### config.mk
export PLATFORM = sky130hd
export DESIGN_NAME = half_duplex_timer_uart_channel
export DESIGN_NICKNAME = d
export VERILOG_FILES = /design/src/rtl/core/hdtu_pkg.sv /design/src/rtl/core/hdtu_core.sv /design/src/rtl/core/half_duplex_timer_uart_channel.sv
export VERILOG_INCLUDE_DIRS = /design/src /design/src/rtl/core
export SDC_FILE = /design/constraint.sdc
export NUM_CORES = 1
export LEC_CHECK = 0
export ABC_AREA = 1
export BUFFER_PORTS_ARGS = -buffer_cell sky130_fd_sc_hd__buf_2
export CAP_MARGIN = 20
export CORE_MARGIN = 3
export CORE_UTILIZATION = 54
export DETAILED_ROUTE_END_ITERATION = 8
export PLACE_DENSITY = 0.77
export SYNTH_ARGS = -nofsm -noshare
export SYNTH_HDL_FRONTEND = slang
export SYNTH_SLANG_ARGS = --single-unit
export TNS_END_PERCENT = 100
### constraint.sdc
create_clock -name clk -period 2.2 [get_ports clk]
set_input_delay 0.22 -clock clk [delete_from_list [all_inputs] [get_ports clk]]
set_output_delay 0.22 -clock clk [all_outputs]
set_load 0.05 [all_outputs]
### src/rtl/core/half_duplex_timer_uart_channel_assert.svh
// ----------------------------------------------------------------------------
// half_duplex_timer_uart_channel assertion macros
// shared assertion forms for the uart channel rtl
// ----------------------------------------------------------------------------
`ifndef HALF_DUPLEX_TIMER_UART_CHANNEL_ASSERT_SVH
`define HALF_DUPLEX_TIMER_UART_CHANNEL_ASSERT_SVH

// same-cycle implication
`define HDTU_ASSERT_IMPLY(label, clk, rst, ante, cons, msg) \
  label: assert property (@(posedge clk) disable iff (rst) (ante) |-> (cons)) \
    else $error(msg);

// next-cycle implication
`define HDTU_ASSERT_NEXT(label, clk, rst, ante, cons, msg) \
  label: assert property (@(posedge clk) disable iff (rst) (ante) |=> (cons)) \
    else $error(msg);

`endif

### src/rtl/core/hdtu_pkg.sv
// ----------------------------------------------------------------------------
// hdtu_pkg
// commands, modes, register indexes and shared types of the uart channel
// ----------------------------------------------------------------------------
`timescale 1ns / 1ps

package hdtu_pkg;

  localparam logic [1:0] CMD_TICK = 2'd0;
  localparam logic [1:0] CMD_SEND = 2'd1;
  localparam logic [1:0] CMD_ARM  = 2'd2;

  localparam logic [1:0] MODE_IDLE = 2'd0;
  localparam logic [1:0] MODE_WAIT = 2'd1;
  localparam logic [1:0] MODE_RECV = 2'd2;
  localparam logic [1:0] MODE_SEND = 2'd3;

  localparam logic [1:0] REG_BIT_PERIOD  = 2'd0;
  localparam logic [1:0] REG_HALF_PERIOD = 2'd1;
  localparam logic [1:0] REG_AUTO_REARM  = 2'd2;

  localparam int CFG_DATA_W = 16;
  localparam int TIMER_W    = 17;
  localparam int COUNT_W    = 4;

  localparam logic [15:0] BIT_PERIOD_RST  = 16'd104;
  localparam logic [15:0] HALF_PERIOD_RST = 16'd52;

  typedef struct packed {
    logic [15:0] bit_period;
    logic [15:0] half_period;
    logic        auto_rearm;
  } cfg_t;

  typedef struct packed {
    logic [1:0] channel_mode;
    logic       tx_done;
    logic       rx_valid;
    logic [7:0] rx_byte;
    logic       tx_line;
  } result_t;

endpackage

### src/rtl/core/hdtu_core.sv
// ----------------------------------------------------------------------------
// hdtu_core
// channel state registers and the state update applied for each request
// ----------------------------------------------------------------------------
`timescale 1ns / 1ps

`include "half_duplex_timer_uart_channel_assert.svh"

module hdtu_core #(
  parameter int DATA_BITS = 8
) (
  input  logic            clk,
  input  logic            rst,
  input  hdtu_pkg::cfg_t  cfg,
  input  logic            step_en,
  input  logic [1:0]      cmd,
  input  logic [7:0]      tx_byte,
  input  logic            rx_level,
  output hdtu_pkg::result_t result
);

  localparam int FRAME_W = DATA_BITS + 2;
  localparam logic [hdtu_pkg::COUNT_W-1:0] DATA_CNT  = hdtu_pkg::COUNT_W'(DATA_BITS);
  localparam logic [hdtu_pkg::COUNT_W-1:0] FRAME_CNT = hdtu_pkg::COUNT_W'(DATA_BITS + 2);

  typedef enum logic [1:0] {
    M_IDLE = hdtu_pkg::MODE_IDLE,
    M_WAIT = hdtu_pkg::MODE_WAIT,
    M_RECV = hdtu_pkg::MODE_RECV,
    M_SEND = hdtu_pkg::MODE_SEND
  } mode_t;

  mode_t                             mode, mode_next;
  logic [FRAME_W-1:0]                shifter, shifter_next;
  logic [hdtu_pkg::COUNT_W-1:0]      bits_left, bits_left_next;
  logic [hdtu_pkg::TIMER_W-1:0]      tick_timer, tick_timer_next;
  logic                              line_out, line_out_next;
  logic                              last_rx_level;
  logic [7:0]                        received, received_next;
  logic                              send_finished, send_finished_next;
  logic                              rx_valid_next;

  logic                              timer_evt;
  logic [hdtu_pkg::TIMER_W-1:0]      timer_step;
  logic [FRAME_W-1:0]                rx_shifted;
  logic [hdtu_pkg::COUNT_W-1:0]      bits_dec;

  always_comb begin
    timer_evt  = (tick_timer <= hdtu_pkg::TIMER_W'(1));
    timer_step = timer_evt ? hdtu_pkg::TIMER_W'(cfg.bit_period)
                           : tick_timer - hdtu_pkg::TIMER_W'(1);
    rx_shifted = (shifter >> 1) | (FRAME_W'(rx_level) << (DATA_BITS - 1));
    bits_dec   = (bits_left != '0) ? bits_left - hdtu_pkg::COUNT_W'(1) : '0;
  end

  always_comb begin
    mode_next          = mode;
    shifter_next       = shifter;
    bits_left_next     = bits_left;
    tick_timer_next    = tick_timer;
    line_out_next      = line_out;
    received_next      = received;
    send_finished_next = send_finished;
    rx_valid_next      = 1'b0;
    unique case (cmd)
      hdtu_pkg::CMD_SEND: begin
        shifter_next       = {1'b1, DATA_BITS'(tx_byte), 1'b0};
        bits_left_next     = FRAME_CNT;
        tick_timer_next    = hdtu_pkg::TIMER_W'(cfg.bit_period);
        line_out_next      = 1'b1;
        send_finished_next = 1'b0;
        mode_next          = M_SEND;
      end
      hdtu_pkg::CMD_ARM: begin
        line_out_next  = 1'b1;
        bits_left_next = DATA_CNT;
        shifter_next   = '0;
        mode_next      = M_WAIT;
      end
      hdtu_pkg::CMD_TICK: begin
        unique case (mode)
          M_WAIT: begin
            if (last_rx_level && !rx_level) begin
              tick_timer_next = hdtu_pkg::TIMER_W'(cfg.bit_period)
                              + hdtu_pkg::TIMER_W'(cfg.half_period);
              shifter_next    = '0;
              bits_left_next  = DATA_CNT;
              mode_next       = M_RECV;
            end
          end
          M_RECV: begin
            tick_timer_next = timer_step;
            if (timer_evt) begin
              shifter_next   = rx_shifted;
              bits_left_next = bits_dec;
              if (bits_dec == '0) begin
                received_next  = 8'(rx_shifted);
                rx_valid_next  = 1'b1;
                bits_left_next = DATA_CNT;
                shifter_next   = '0;
                mode_next      = cfg.auto_rearm ? M_WAIT : M_IDLE;
              end
            end
          end
          M_SEND: begin
            tick_timer_next = timer_step;
            if (timer_evt) begin
              if (bits_left == '0) begin
                send_finished_next = 1'b1;
                mode_next          = M_IDLE;
              end else begin
                line_out_next  = shifter[0];
                shifter_next   = shifter >> 1;
                bits_left_next = bits_dec;
              end
            end
          end
          default: begin
          end
        endcase
      end
      default: begin
      end
    endcase
  end

  always_ff @(posedge clk) begin
    if (rst) begin
      mode          <= M_IDLE;
      shifter       <= '0;
      bits_left     <= '0;
      tick_timer    <= '0;
      line_out      <= 1'b1;
      last_rx_level <= 1'b1;
      received      <= '0;
      send_finished <= 1'b0;
    end else if (step_en) begin
      mode          <= mode_next;
      shifter       <= shifter_next;
      bits_left     <= bits_left_next;
      tick_timer    <= tick_timer_next;
      line_out      <= line_out_next;
      last_rx_level <= rx_level;
      received      <= received_next;
      send_finished <= send_finished_next;
    end
  end

  assign result.channel_mode = mode_next;
  assign result.tx_done      = send_finished_next;
  assign result.rx_valid     = rx_valid_next;
  assign result.rx_byte      = received_next;
  assign result.tx_line      = line_out_next;

  `HDTU_ASSERT_IMPLY(a_line_idle_mark, clk, rst, mode != M_SEND, line_out,
    "line low outside transmit")
  `HDTU_ASSERT_IMPLY(a_recv_count, clk, rst, mode == M_RECV,
    (bits_left != '0) && (bits_left <= DATA_CNT), "receive bit count out of range")
  `HDTU_ASSERT_NEXT(a_send_start, clk, rst, step_en && (cmd == hdtu_pkg::CMD_SEND),
    (mode == M_SEND) && !send_finished && (bits_left == FRAME_CNT),
    "send request did not start a frame")

endmodule

### src/rtl/core/half_duplex_timer_uart_channel.sv
// ----------------------------------------------------------------------------
// half_duplex_timer_uart_channel
// one half-duplex 8n1 uart channel stepped by baud tick requests
// ----------------------------------------------------------------------------
//  channel | bus                 | contents
//  s_      | tvalid/tready/tdata | tdata: tx_byte[7:0], rx_level[8]; tuser: cmd
//  m_      | tvalid/tready/tdata | tdata: tx_line, rx_byte, rx_valid, tx_done, mode
//  cfg_    | we/index/data       | 0 bit_period, 1 half_period, 2 auto_rearm
//
//  one request per cycle sustained with m_tready high; m_tvalid rises after the
//  input register, then the state update and result register in the same cycle
//  a held result does not block the next request until the input register fills
//  rst is synchronous: idle mode, line at mark, registers at 104 / 52 / 1
// ----------------------------------------------------------------------------
`timescale 1ns / 1ps

`include "half_duplex_timer_uart_channel_assert.svh"

module half_duplex_timer_uart_channel #(
  parameter int DATA_BITS = 8
) (
  input  logic        clk,
  input  logic        rst,
  input  logic        s_tvalid,
  output logic        s_tready,
  input  logic [15:0] s_tdata,   // tx_byte[7:0], rx_level[8], zero fill
  input  logic [1:0]  s_tuser,   // cmd[1:0]
  output logic        m_tvalid,
  input  logic        m_tready,
  output logic [15:0] m_tdata,   // tx_line[0], rx_byte[8:1], rx_valid[9],
                                 // tx_done[10], channel_mode[12:11], zero fill
  input  logic        cfg_we,
  input  logic [1:0]  cfg_index,
  input  logic [15:0] cfg_data
);

  hdtu_pkg::cfg_t    cfg;
  logic              in_valid;
  logic [1:0]        in_cmd;
  logic [7:0]        in_byte;
  logic              in_rx;
  logic              fire;
  hdtu_pkg::result_t step_res;
  logic              out_valid;
  hdtu_pkg::result_t out_res;

  always_ff @(posedge clk) begin
    if (rst) begin
      cfg.bit_period  <= hdtu_pkg::BIT_PERIOD_RST;
      cfg.half_period <= hdtu_pkg::HALF_PERIOD_RST;
      cfg.auto_rearm  <= 1'b1;
    end else if (cfg_we) begin
      unique case (cfg_index)
        hdtu_pkg::REG_BIT_PERIOD:  cfg.bit_period  <= cfg_data;
        hdtu_pkg::REG_HALF_PERIOD: cfg.half_period <= cfg_data;
        hdtu_pkg::REG_AUTO_REARM:  cfg.auto_rearm  <= cfg_data[0];
        default: begin
        end
      endcase
    end
  end

  assign fire     = in_valid && (!out_valid || m_tready);
  assign s_tready = !in_valid || fire;

  always_ff @(posedge clk) begin
    if (rst) begin
      in_valid  <= 1'b0;
      out_valid <= 1'b0;
    end else begin
      if (s_tvalid && s_tready) begin
        in_valid <= 1'b1;
      end else if (fire) begin
        in_valid <= 1'b0;
      end
      if (fire) begin
        out_valid <= 1'b1;
      end else if (m_tready) begin
        out_valid <= 1'b0;
      end
    end
  end

  always_ff @(posedge clk) begin
    if (s_tvalid && s_tready) begin
      in_cmd  <= s_tuser;
      in_byte <= s_tdata[7:0];
      in_rx   <= s_tdata[8];
    end
    if (fire) begin
      out_res <= step_res;
    end
  end

  hdtu_core #(
    .DATA_BITS (DATA_BITS)
  ) u_core (
    .clk      (clk),
    .rst      (rst),
    .cfg      (cfg),
    .step_en  (fire),
    .cmd      (in_cmd),
    .tx_byte  (in_byte),
    .rx_level (in_rx),
    .result   (step_res)
  );

  assign m_tvalid = out_valid;
  assign m_tdata  = {3'b000, out_res};

  `HDTU_ASSERT_IMPLY(a_rx_valid_mode, clk, rst, out_valid && out_res.rx_valid,
    (out_res.channel_mode == hdtu_pkg::MODE_WAIT) ||
    (out_res.channel_mode == hdtu_pkg::MODE_IDLE), "byte completed outside receive end")
  `HDTU_ASSERT_NEXT(a_held_request, clk, rst, in_valid && !fire,
    in_valid && $stable(in_cmd), "pending request lost")
  `HDTU_ASSERT_NEXT(a_held_result, clk, rst, out_valid && !m_tready,
    out_valid && $stable(out_res), "held result changed")

endmodule
==> flow_summary.toml, run 1 <==
[drt]
routed_wl_microns = 14690
drtIter0Drc = 435
via_count = 5451
ant_nets = 0
drc = 0
vias_per_cell = 5.429
firstDrtPassIters = 5
wl_per_cell_microns = 14.63

[logic_synthesis]
synth_top_family_by_area = "simple AND/OR/NAND/NOR gates"
yosysWarnings = 0
synth_xor_xnor_area_share_pct = 2.594
postSynthCellCount = 799
synth-compound-area-share_pct = 20.10
synthAdderAreaFrac_pct = 6.017
synthMuxAreaShare_pct = 0
async_flop_share_pct = 0
synth_edf_count = 24
yosysSeqAreaShare_pct = 40.11
synth-simple-area-share_pct = 22.96
postSynthAreaPerCell_sq_um = 7.183
synth_cell_type_count = 39
ys.flop_type = "dfxtp_1"
syn_area_sq_um = 5739
ys_ff_latch = 103

[sta]
finalCritPeriodShare_pct = 91.87
final-setup-viol-count = 0
final.setup.tns_ns = 0
final_max_slew_viol_count = 0
skew_ns = 0.01264
period_minus_slack_ns = 2.021
slew_headroom_pct = 54.96
hold_viol_final = 0
worst_slew_pin_slew_ns = 0.6738
setup_ws_ns = 0.1789
fmax_ghz = 0.4948
rsz0062_at_grt = "false"

[floorplanning]
die_w_microns = 109.1
num_rows = 37
core_sq_um = 10320
die_area_sq_um = 11900
initial_core_util_pct = 55.59
die_h_microns = 109.1
ios = 59

[clocking]
cts_htree_levels = 3
cts_buffer_depth = 2
cts.sinks = 103
clk_pin_slew_ns = 0.11
cts_inserted_buffers = 9
cts_tree = "built"
cts-root-buf = "clkbuf_8"
clkLatencyLatePin_ns = 0.38

[global_route]
grt_util_met2_pct = 36.01
grt_max_degree = 53
grt.met3_usage_pct = 4.204
grtUsageMet1_pct = 40.89
first_global_vias = 4846
overflow = 0
gr-max-usage-layer = "met1"
grt_pass1_wl_microns = 24090
grt_util_all_layers_pct = 25.98
grt_antenna_before_repair = 0

[worst_setup_path]
crit_top_cell = "nand2_1"
cp_cell_sequence = "nor2_2 -> nand2_1 -> nor2_1 -> nand3_1 -> nand2_2 -> nand2_1 -> a21oi_2 -> buf_4 -> o21ai_0 -> a21oi_1"
endpoint_kind = "register"
crit_family = "simple AND/OR/NAND/NOR gates"
critPathMaxFanout = 13
crit_buf_inv = 1
critPathLaunchType = "register"
cp_data_arrival_time_ns = 2.33
criticalPathCategory = "reg2reg"
cp_slowest_cell = "dfxtp_1"
crit_required_ns = 2.51
slowest_delay_ns = 0.38

[status]
status = "finished clean"

[job]
cap_viol_max_count = 0

[power]
power_density_nw_per_um2 = 670.1
ir_drop_uv = 424.2
power.leakage_nw = 2.934

[placed_design]
dpl.hpwl_microns = 10990
dp_slack_ns = 0.1217
placed_area_sq_um = 6186
place.gp.congestion = 0.9308
io_buffers = 48

[finish]
fin_util_pct = 63.18
finalInstanceArea_sq_um = 6523
antenna_cells = 0
layout.nets = 931
drive_gt1_share_pct = 11.87
nFillCells = 918
area_growth_pct = 13.65

[hold_path]
hp-class = "in2reg"
[sequential cells by signal, indices dropped and copies added, names as in the netlist]
name / flops
u_core.tick_timer: 17
u_core.bits_left: 4
m_tdata: 13
u_core.last_rx_level: 1
u_core.received: 8
cfg: 33
u_core.shifter: 10
in_cmd: 2
m_tvalid: 1
in_rx: 1
u_core.send_finished: 1
u_core.mode: 2
in_byte: 8
u_core.line_out: 1
in_valid: 1
[cell families (layout without fill, tap and decap cells)]
logic type | Yosys count | in the layout
AOI/OAI and AO/OA | 216 | 216
xor gates and xnor gates | 17 | 17
adders and majority gates | 27 | 27
buffers and inverters | 119 | 186
DFF | 103 | 103
other | 1 | 3
and+or+nand+nor | 316 | 316
[worst reg2reg max path, stage by stage (launching register included)]
cell and delay (ns):
dfxtp_1 0.38, nor2_2 0.22, nand2_1 0.10, nor2_1 0.15, nand3_1 0.11, nand2_2 0.18
nand2_1 0.13, a21oi_2 0.22, buf_4 0.21, o21ai_0 0.09, a21oi_1 0.17
[final timing paths]
kind | endpoint | slack (ns) | start | cells after the start
worst max-delay path | u_core.shifter[6] | 0.18 | u_core.tick_timer[9] | 10
worst min-delay path | cfg[3] | 0.06 | cfg_data[2] | 3
worst max register to register | u_core.shifter[6] | 0.18 | u_core.tick_timer[9] | 10
worst min register to register | u_core.shifter[0] | 0.48 | u_core.shifter[0] | 2
[synthesized netlist by cell type, types with 6 or more instances]
| cell type | number | area [sq um] |
|---|---|---|
| dfxtp_1 | 79 | 1582 |
| clkbuf_1 | 20 | 75.07 |
| a22oi_1 | 7 | 52.55 |
| inv_1 | 87 | 326.6 |
| nand3_1 | 53 | 265.3 |
| edfxtp_1 | 24 | 720.7 |
| o21ai_0 | 94 | 470.5 |
| xor2_1 | 12 | 105.1 |
| o211ai_1 | 12 | 90.09 |
| a21oi_1 | 89 | 445.4 |
| nor2_1 | 84 | 315.3 |
| ha_1 | 26 | 325.3 |
| nor3_1 | 6 | 30.03 |
| nand2_1 | 158 | 593.1 |
[repair_timing]
item / in CTS / in global routing
hold buffers: 9 / 2
endpoints found under the hold margin: 9 / 2
setup buffers: 0 / 1
gates resized for setup: 0 / 11
endpoints found under the setup margin: 0 / 15
[stage by stage]
stage,power [W],hold slack [ns],instances
floorplan,0.002843,0.3189,801
global placement,0.003102,0.3967,976
detailed placement,0.003123,0.3981,976
CTS,0.004367,0.0004361,1001
global route,0.004604,0.04439,1004
finish,0.004370,0.05688,1004
[where the power goes]
group          switching, W  internal, W
clock              0.000699     0.000547
sequential        0.0000742      0.00204
combinational      0.000669     0.000339
[cells in the final DEF (no fill, tap or decap), drive strengths merged]
master / n
a21oi: 90
a22oi: 7
a31o: 1
a31oi: 3
a32oi: 1
and2: 1
buf: 70
bufinv: 1
clkbuf: 10
clkinv: 3
clkinvlp: 2
conb: 3
dfxtp: 79
dlygate4sd3: 11
edfxtp: 24
fa: 1
ha: 26
inv: 89
nand2: 159
nand3: 53
nand3b: 4
nand4: 3
nor2: 86
nor3: 8
nor3b: 1
o211ai: 12
o21a: 2
o21ai: 97
o21bai: 1
o22ai: 2
or2: 1
xnor2: 5
xor2: 12
[area by class of cell]
cell class | count | area (sq um) | area share (%)
Multi-Input combinational cell | 579 | 2984 | 45.75
Clock buffer | 10 | 127.6 | 1.957
Tap cell | 136 | 170.2 | 2.609
Inverter | 89 | 337.8 | 5.179
Timing Repair Buffer | 81 | 519.2 | 7.961
Sequential cell | 103 | 2306 | 35.35
Clock inverter | 6 | 77.57 | 1.189
[per-layer routing]
layer  wire length, microns  up-vias
li1                       -     2779
met1                   7281     2457
met2                   6125      196
met3                   1078       19
met4                    205        0
met5                      0        -
(Power assumes the default switching activity.)
==> run 2: changes to the inputs <==
--- a/config.mk
+++ b/config.mk
@@ -7,12 +7,11 @@
 export NUM_CORES = 1
 export LEC_CHECK = 0
 export ABC_AREA = 1
-export BUFFER_PORTS_ARGS = -buffer_cell sky130_fd_sc_hd__buf_2
 export CAP_MARGIN = 20
-export CORE_MARGIN = 3
-export CORE_UTILIZATION = 54
+export CORE_UTILIZATION = 58
 export DETAILED_ROUTE_END_ITERATION = 8
-export PLACE_DENSITY = 0.77
+export DONT_BUFFER_PORTS = 1
+export PLACE_DENSITY = 0.76
 export SYNTH_ARGS = -nofsm -noshare
 export SYNTH_HDL_FRONTEND = slang
 export SYNTH_SLANG_ARGS = --single-unit
==> run 2 against run 1 <==
Worst hold slack got worse by 0.053 ns. Design area decreased by 0.46%. Clock power barely moved. Combinational power down 5%. Clock skew is 0.0033 ns higher. Power is 0.56% lower. Global-route usage increased by 5.1 points. Cell count decreased by 3.3%. First-iteration DRC count up 15%. Critical path depth grew 1. Highest routed layer unchanged. Worst setup slack got worse by 0.017 ns. Sequential power grew 2%.
==> flow_summary.toml, run 2 (synthesis results as in run 1) <==
[status]
status = "finished clean"

[finish]
antenna_cells = 0
area_growth_pct = 13.12
most-common-layout-cells = "nand2_1 (156), o21ai_0 (91), a21oi_1 (88)"
drive_gt1_share_pct = 7.957
regArea_sq_um = 2306
layout.nets = 905
nFillCells = 808
layout_commonest_cell = "nand2_1"
largest_reg_flops = 33
regMostFlops = "cfg"
multi_input_area_sq_um = 3004

[sta]
period_minus_slack_ns = 2.038
finalCritPeriodShare_pct = 92.63
slew_headroom_pct = 31.88
final.setup.tns_ns = 0
rsz0062_at_grt = "false"
worst_slew_pin_slew_ns = 1.018
final_max_slew_viol_count = 0
skew_ns = 0.01597
final-setup-viol-count = 0
hold_viol_final = 0
fmax_ghz = 0.4907

[drt]
ant_nets = 0
vias_per_cell = 5.814
via_count = 5645
drc = 0
wl_per_cell_microns = 15.86
firstDrtPassIters = 5
drtIter0Drc = 500
routed_wl_microns = 15400

[clocking]
cts_htree_levels = 3
cts-root-buf = "clkbuf_8"
cts_inserted_buffers = 9
cts_buffer_depth = 2
cts.sinks = 103
clk_pin_slew_ns = 0.11
clkLatencyLatePin_ns = 0.39
cts_tree = "built"

[worst_setup_path]
cp_data_arrival_time_ns = 2.31
reg2reg_to = "u_core.tick_timer[1]"
endpoint_kind = "register"
critPathLaunchType = "register"
critPathMaxFanout = 8
r2r_start = "in_cmd[0]"
crit_required_ns = 2.47
criticalPathCategory = "reg2reg"
regToRegSetupSlack_ns = 0.16
ff2ff_path_depth = 11

[power]
p_total_w = 0.004346
ir_drop_uv = 523.3
power.leakage_nw = 2.843
power_density_nw_per_um2 = 669.4

[floorplanning]
initial_core_util_pct = 60.96
die_area_sq_um = 10300
core_sq_um = 9415
ios = 59
die_w_microns = 101.5
num_rows = 35
die_h_microns = 101.5

[placed_design]
io_buffers = 0
place.gp.congestion = 1.014
dpl.hpwl_microns = 10910

[global_route]
overflow = 0
grt_antenna_before_repair = 1
grt_pass1_wl_microns = 24370
grt_max_degree = 49
grt_util_all_layers_pct = 31.10
first_global_vias = 4952

[hold_path]
whs_path_depth = 2
min_to = "cfg[12]"
hp-start = "cfg_data[11]"
hp-class = "in2reg"

[job]
cap_viol_max_count = 0
## run 2: worst max-delay path, cell delays in order, from the launching register on
cell and delay, ns:
edfxtp_1 0.47, inv_1 0.12, ha_1 0.17, inv_1 0.10, nor2_2 0.21, nor2_1 0.10
o21ai_2 0.12, clkinvlp_2 0.14, buf_4 0.17, buf_4 0.13, o21ai_0 0.15, a21oi_1 0.05
## run 2: area by class of cell
type	count	share of cell area, %
multi-input combinational	579	46.27
timing repair buffer	54	7.304
inverter	89	5.242
clock inverter	6	0.9828
timing repair inverter	1	0.07709
tap	129	2.486
sequential	103	35.52
clock buffer	10	2.120
## run 2: worst max path at each step
| stage | startpoint | end | slack [ns] | depth (start not counted) |
|---|---|---|---|---|
| 2_1_floorplan | m_tvalid | u_core.tick_timer[0] | 0.09 | 10 |
| 3_3_place_gp | cfg[1] | u_core.tick_timer[16] | 0.19 | 15 |
| 3_5_place_dp | in_cmd[0] | u_core.tick_timer[4] | 0.13 | 10 |
| 4_1_cts | cfg[1] | u_core.tick_timer[14] | 0.09 | 14 |
| 5_1_grt | u_core.tick_timer[8] | u_core.received[4] | 0.0003 | 11 |
| 6_report | in_cmd[0] | u_core.tick_timer[1] | 0.16 | 11 |
## run 2: metal layers
layer	track usage [%]	vias to the layer above	part of all wire [%]
li1	-	2753	-
met1	47.12	2588	47
met2	44.43	277	42
met3	5.521	27	9.4
met4	10.03	0	1.5
met5	0	-	0
## run 2: where the power goes
part,internal (W),switching [W]
Clock,0.000475,0.000743
Combinational,0.000331,0.000630
Sequential,0.00204,0.000122
Total,0.00285,0.00150
## run 2: stage by stage
stage	std cells	area (sq um)	utilization (%)	setup slack [ns]	hold slack (ns)
global placement	922	5944	63.14	0.1874	0.2906
floorplan	801	5752	-	0.09171	0.3189
global route	971	6492	68.96	0.0002955	0.01440
detailed placement	922	5944	63.14	0.1269	0.2952
CTS	964	6406	68.04	0.09024	0.0006565
finish	971	6492	68.96	0.1622	0.004333
## run 2: timing repair
| item | CTS | global route |
|---|---|---|
| setup buffers | 0 | 6 |
| hold buffers | 26 | 0 |
| gates resized for setup | 0 | 18 |
| endpoints found under the setup margin | 0 | 32 |
| endpoints found under the hold margin | 52 | 0 |
==> run 3: changes to the inputs <==
--- a/config.mk
+++ b/config.mk
@@ -8,6 +8,7 @@
 export LEC_CHECK = 0
 export ABC_AREA = 1
 export CAP_MARGIN = 20
+export CORE_ASPECT_RATIO = 0.9
 export CORE_UTILIZATION = 58
 export DETAILED_ROUTE_END_ITERATION = 8
 export DONT_BUFFER_PORTS = 1
==> constraint.sdc (replaced) <==
create_clock -name clk -period 2.2 [get_ports clk]
set_input_delay 0.22 -clock clk [delete_from_list [all_inputs] [get_ports clk]]
set_output_delay 0.22 -clock clk [all_outputs]
set_load 0.1 [all_outputs]
==> run 3 against run 2 <==
Register-to-register slack better by 0.03 ns. Critical endpoint is now u_core.received[1]. Power up 2.6%. Clock skew down 0.0031 ns. Utilization down 0.79 points. Design area up 1.4%. Worst setup slack better by 0.028 ns.
==> flow_summary.toml, run 3 (synthesis results as in run 1) <==
[sta]
slew_headroom_pct = 64.01
final.setup.tns_ns = 0
period_minus_slack_ns = 2.009
fmax_ghz = 0.4977
final_max_slew_viol_count = 0
worst_slew_pin_slew_ns = 0.5393
skew_ns = 0.01286
hold_viol_final = 0
finalCritPeriodShare_pct = 91.34
final-setup-viol-count = 0
rsz0062_at_grt = "false"

[clocking]
clkLatencyLatePin_ns = 0.39
cts_inserted_buffers = 9
cts_htree_levels = 3
clk_pin_slew_ns = 0.11
cts_buffer_depth = 2
cts.sinks = 103
cts-root-buf = "clkbuf_8"
postCtsSetupBuffers = 0
cts_tree = "built"

[finish]
nFillCells = 822
most-common-layout-cells = "nand2_1 (157), o21ai_0 (93), a21oi_1 (87)"
layout_commonest_cell = "nand2_1"
antenna_cells = 0
regMostFlops = "cfg"
largest_reg_flops = 33
area_growth_pct = 14.69
regArea_sq_um = 2308
layout.nets = 914
layout.cells.non_filler = 977
multi_input_area_sq_um = 2994
drive_gt1_share_pct = 8.461

[global_route]
grt_pass1_wl_microns = 24410
grt_util_all_layers_pct = 31.06
grt_antenna_before_repair = 0
first_global_vias = 4876
overflow = 0
grt_max_degree = 39

[floorplanning]
ios = 59
die_area_sq_um = 10300
initial_core_util_pct = 59.43
num_rows = 34
core_sq_um = 9657
die_h_microns = 96.37
die_w_microns = 106.9

[job]
cap_viol_max_count = 0

[power]
power.leakage_nw = 2.896
power_density_nw_per_um2 = 677.6
ir_drop_uv = 566.8

[worst_setup_path]
critPathMaxFanout = 17
critPathLaunchType = "register"
criticalPathCategory = "reg2reg"
crit_required_ns = 2.50
endpoint_kind = "register"
cp_data_arrival_time_ns = 2.31

[drt]
firstDrtPassIters = 6
routed_wl_microns = 15450
drc = 0
via_count = 5575
ant_nets = 0
wl_per_cell_microns = 15.81
drtIter0Drc = 472
vias_per_cell = 5.706

[placed_design]
dpl.hpwl_microns = 11160
place.gp.congestion = 0.9772
dp.cells = 933
io_buffers = 0

[status]
status = "finished clean"

[hold_path]
hp-class = "in2reg"
-- run 3: changes by cell type in the layout (fill, tap and decap cells not counted), moves of 2 or more --
cell      previous run  this run
buf_4               27        35
clkinv_8             1         3
nor2_1              82        84
o21ai_0             91        93
-- run 3: critical path: stages, from the launching register on --
cell and delay [ns]:
edfxtp_1 0.45, inv_1 0.11, ha_1 0.17, buf_4 0.23, nand2_1 0.18, nor3_4 0.19, buf_4 0.23, o21ai_0 0.13
o21ai_0 0.18, inv_1 0.05
-- run 3: area by class of cell --
| class | instances | share of cell area (%) |
|---|---|---|
| clock inverter | 7 | 1.407 |
| inverter | 89 | 5.132 |
| clock buffer | 9 | 1.882 |
| sequential | 103 | 35.07 |
| tap | 126 | 2.395 |
| multi-input combinational | 579 | 45.49 |
| timing repair buffer | 64 | 8.630 |
-- run 3: repair_timing --
item	4_1_cts	5_1_grt
setup endpoints to repair	0	9
endpoints found under the hold margin	59	0
resized for setup	0	8
hold buffers	27	0
-- run 3: worst paths after layout --
path / from / to / slack, ns / cells after the start
hold / removal: rst / u_core.received[0] / 0.01 / 3
setup reg to reg: in_cmd[0] / u_core.received[1] / 0.19 / 9
setup / recovery: in_cmd[0] / u_core.received[1] / 0.19 / 9
hold reg to reg: u_core.last_rx_level / u_core.last_rx_level / 0.49 / 2
-- run 3: stage by stage --
stage / instance area [sq um] / utilization (%) / total power [W] / hold WS, ns / worst slack, ns
after floorplan: 5759 / - / 0.002908 / 0.3189 / 0.04173
after global placement: 6066 / 62.81 / 0.003140 / 0.2869 / 0.1908
after detailed placement: 6066 / 62.81 / 0.003163 / 0.2909 / 0.1458
after CTS: 6553 / 67.85 / 0.004451 / 0.003925 / 0.07017
after global routing: 6583 / 68.17 / 0.004676 / 0.02595 / 0.007031
final: 6583 / 68.17 / 0.004461 / 0.01449 / 0.1906
-- run 3: routing by layer --
layer / global-route usage, % / part of all wire (%) / vias up
li1: - / - / 2767
met1: 47.59 / 49 / 2553
met2: 44.35 / 41 / 238
met3: 5.701 / 8.4 / 17
met4: 7.991 / 1.1 / 0
met5: 0 / 0 / -
-- run 3: where the power goes --
group          internal [W]  total (W)  switching (W)
Clock              0.000467    0.00126       0.000788
Sequential          0.00204    0.00212      0.0000767
Combinational      0.000349    0.00109       0.000737
Total               0.00286    0.00446        0.00160
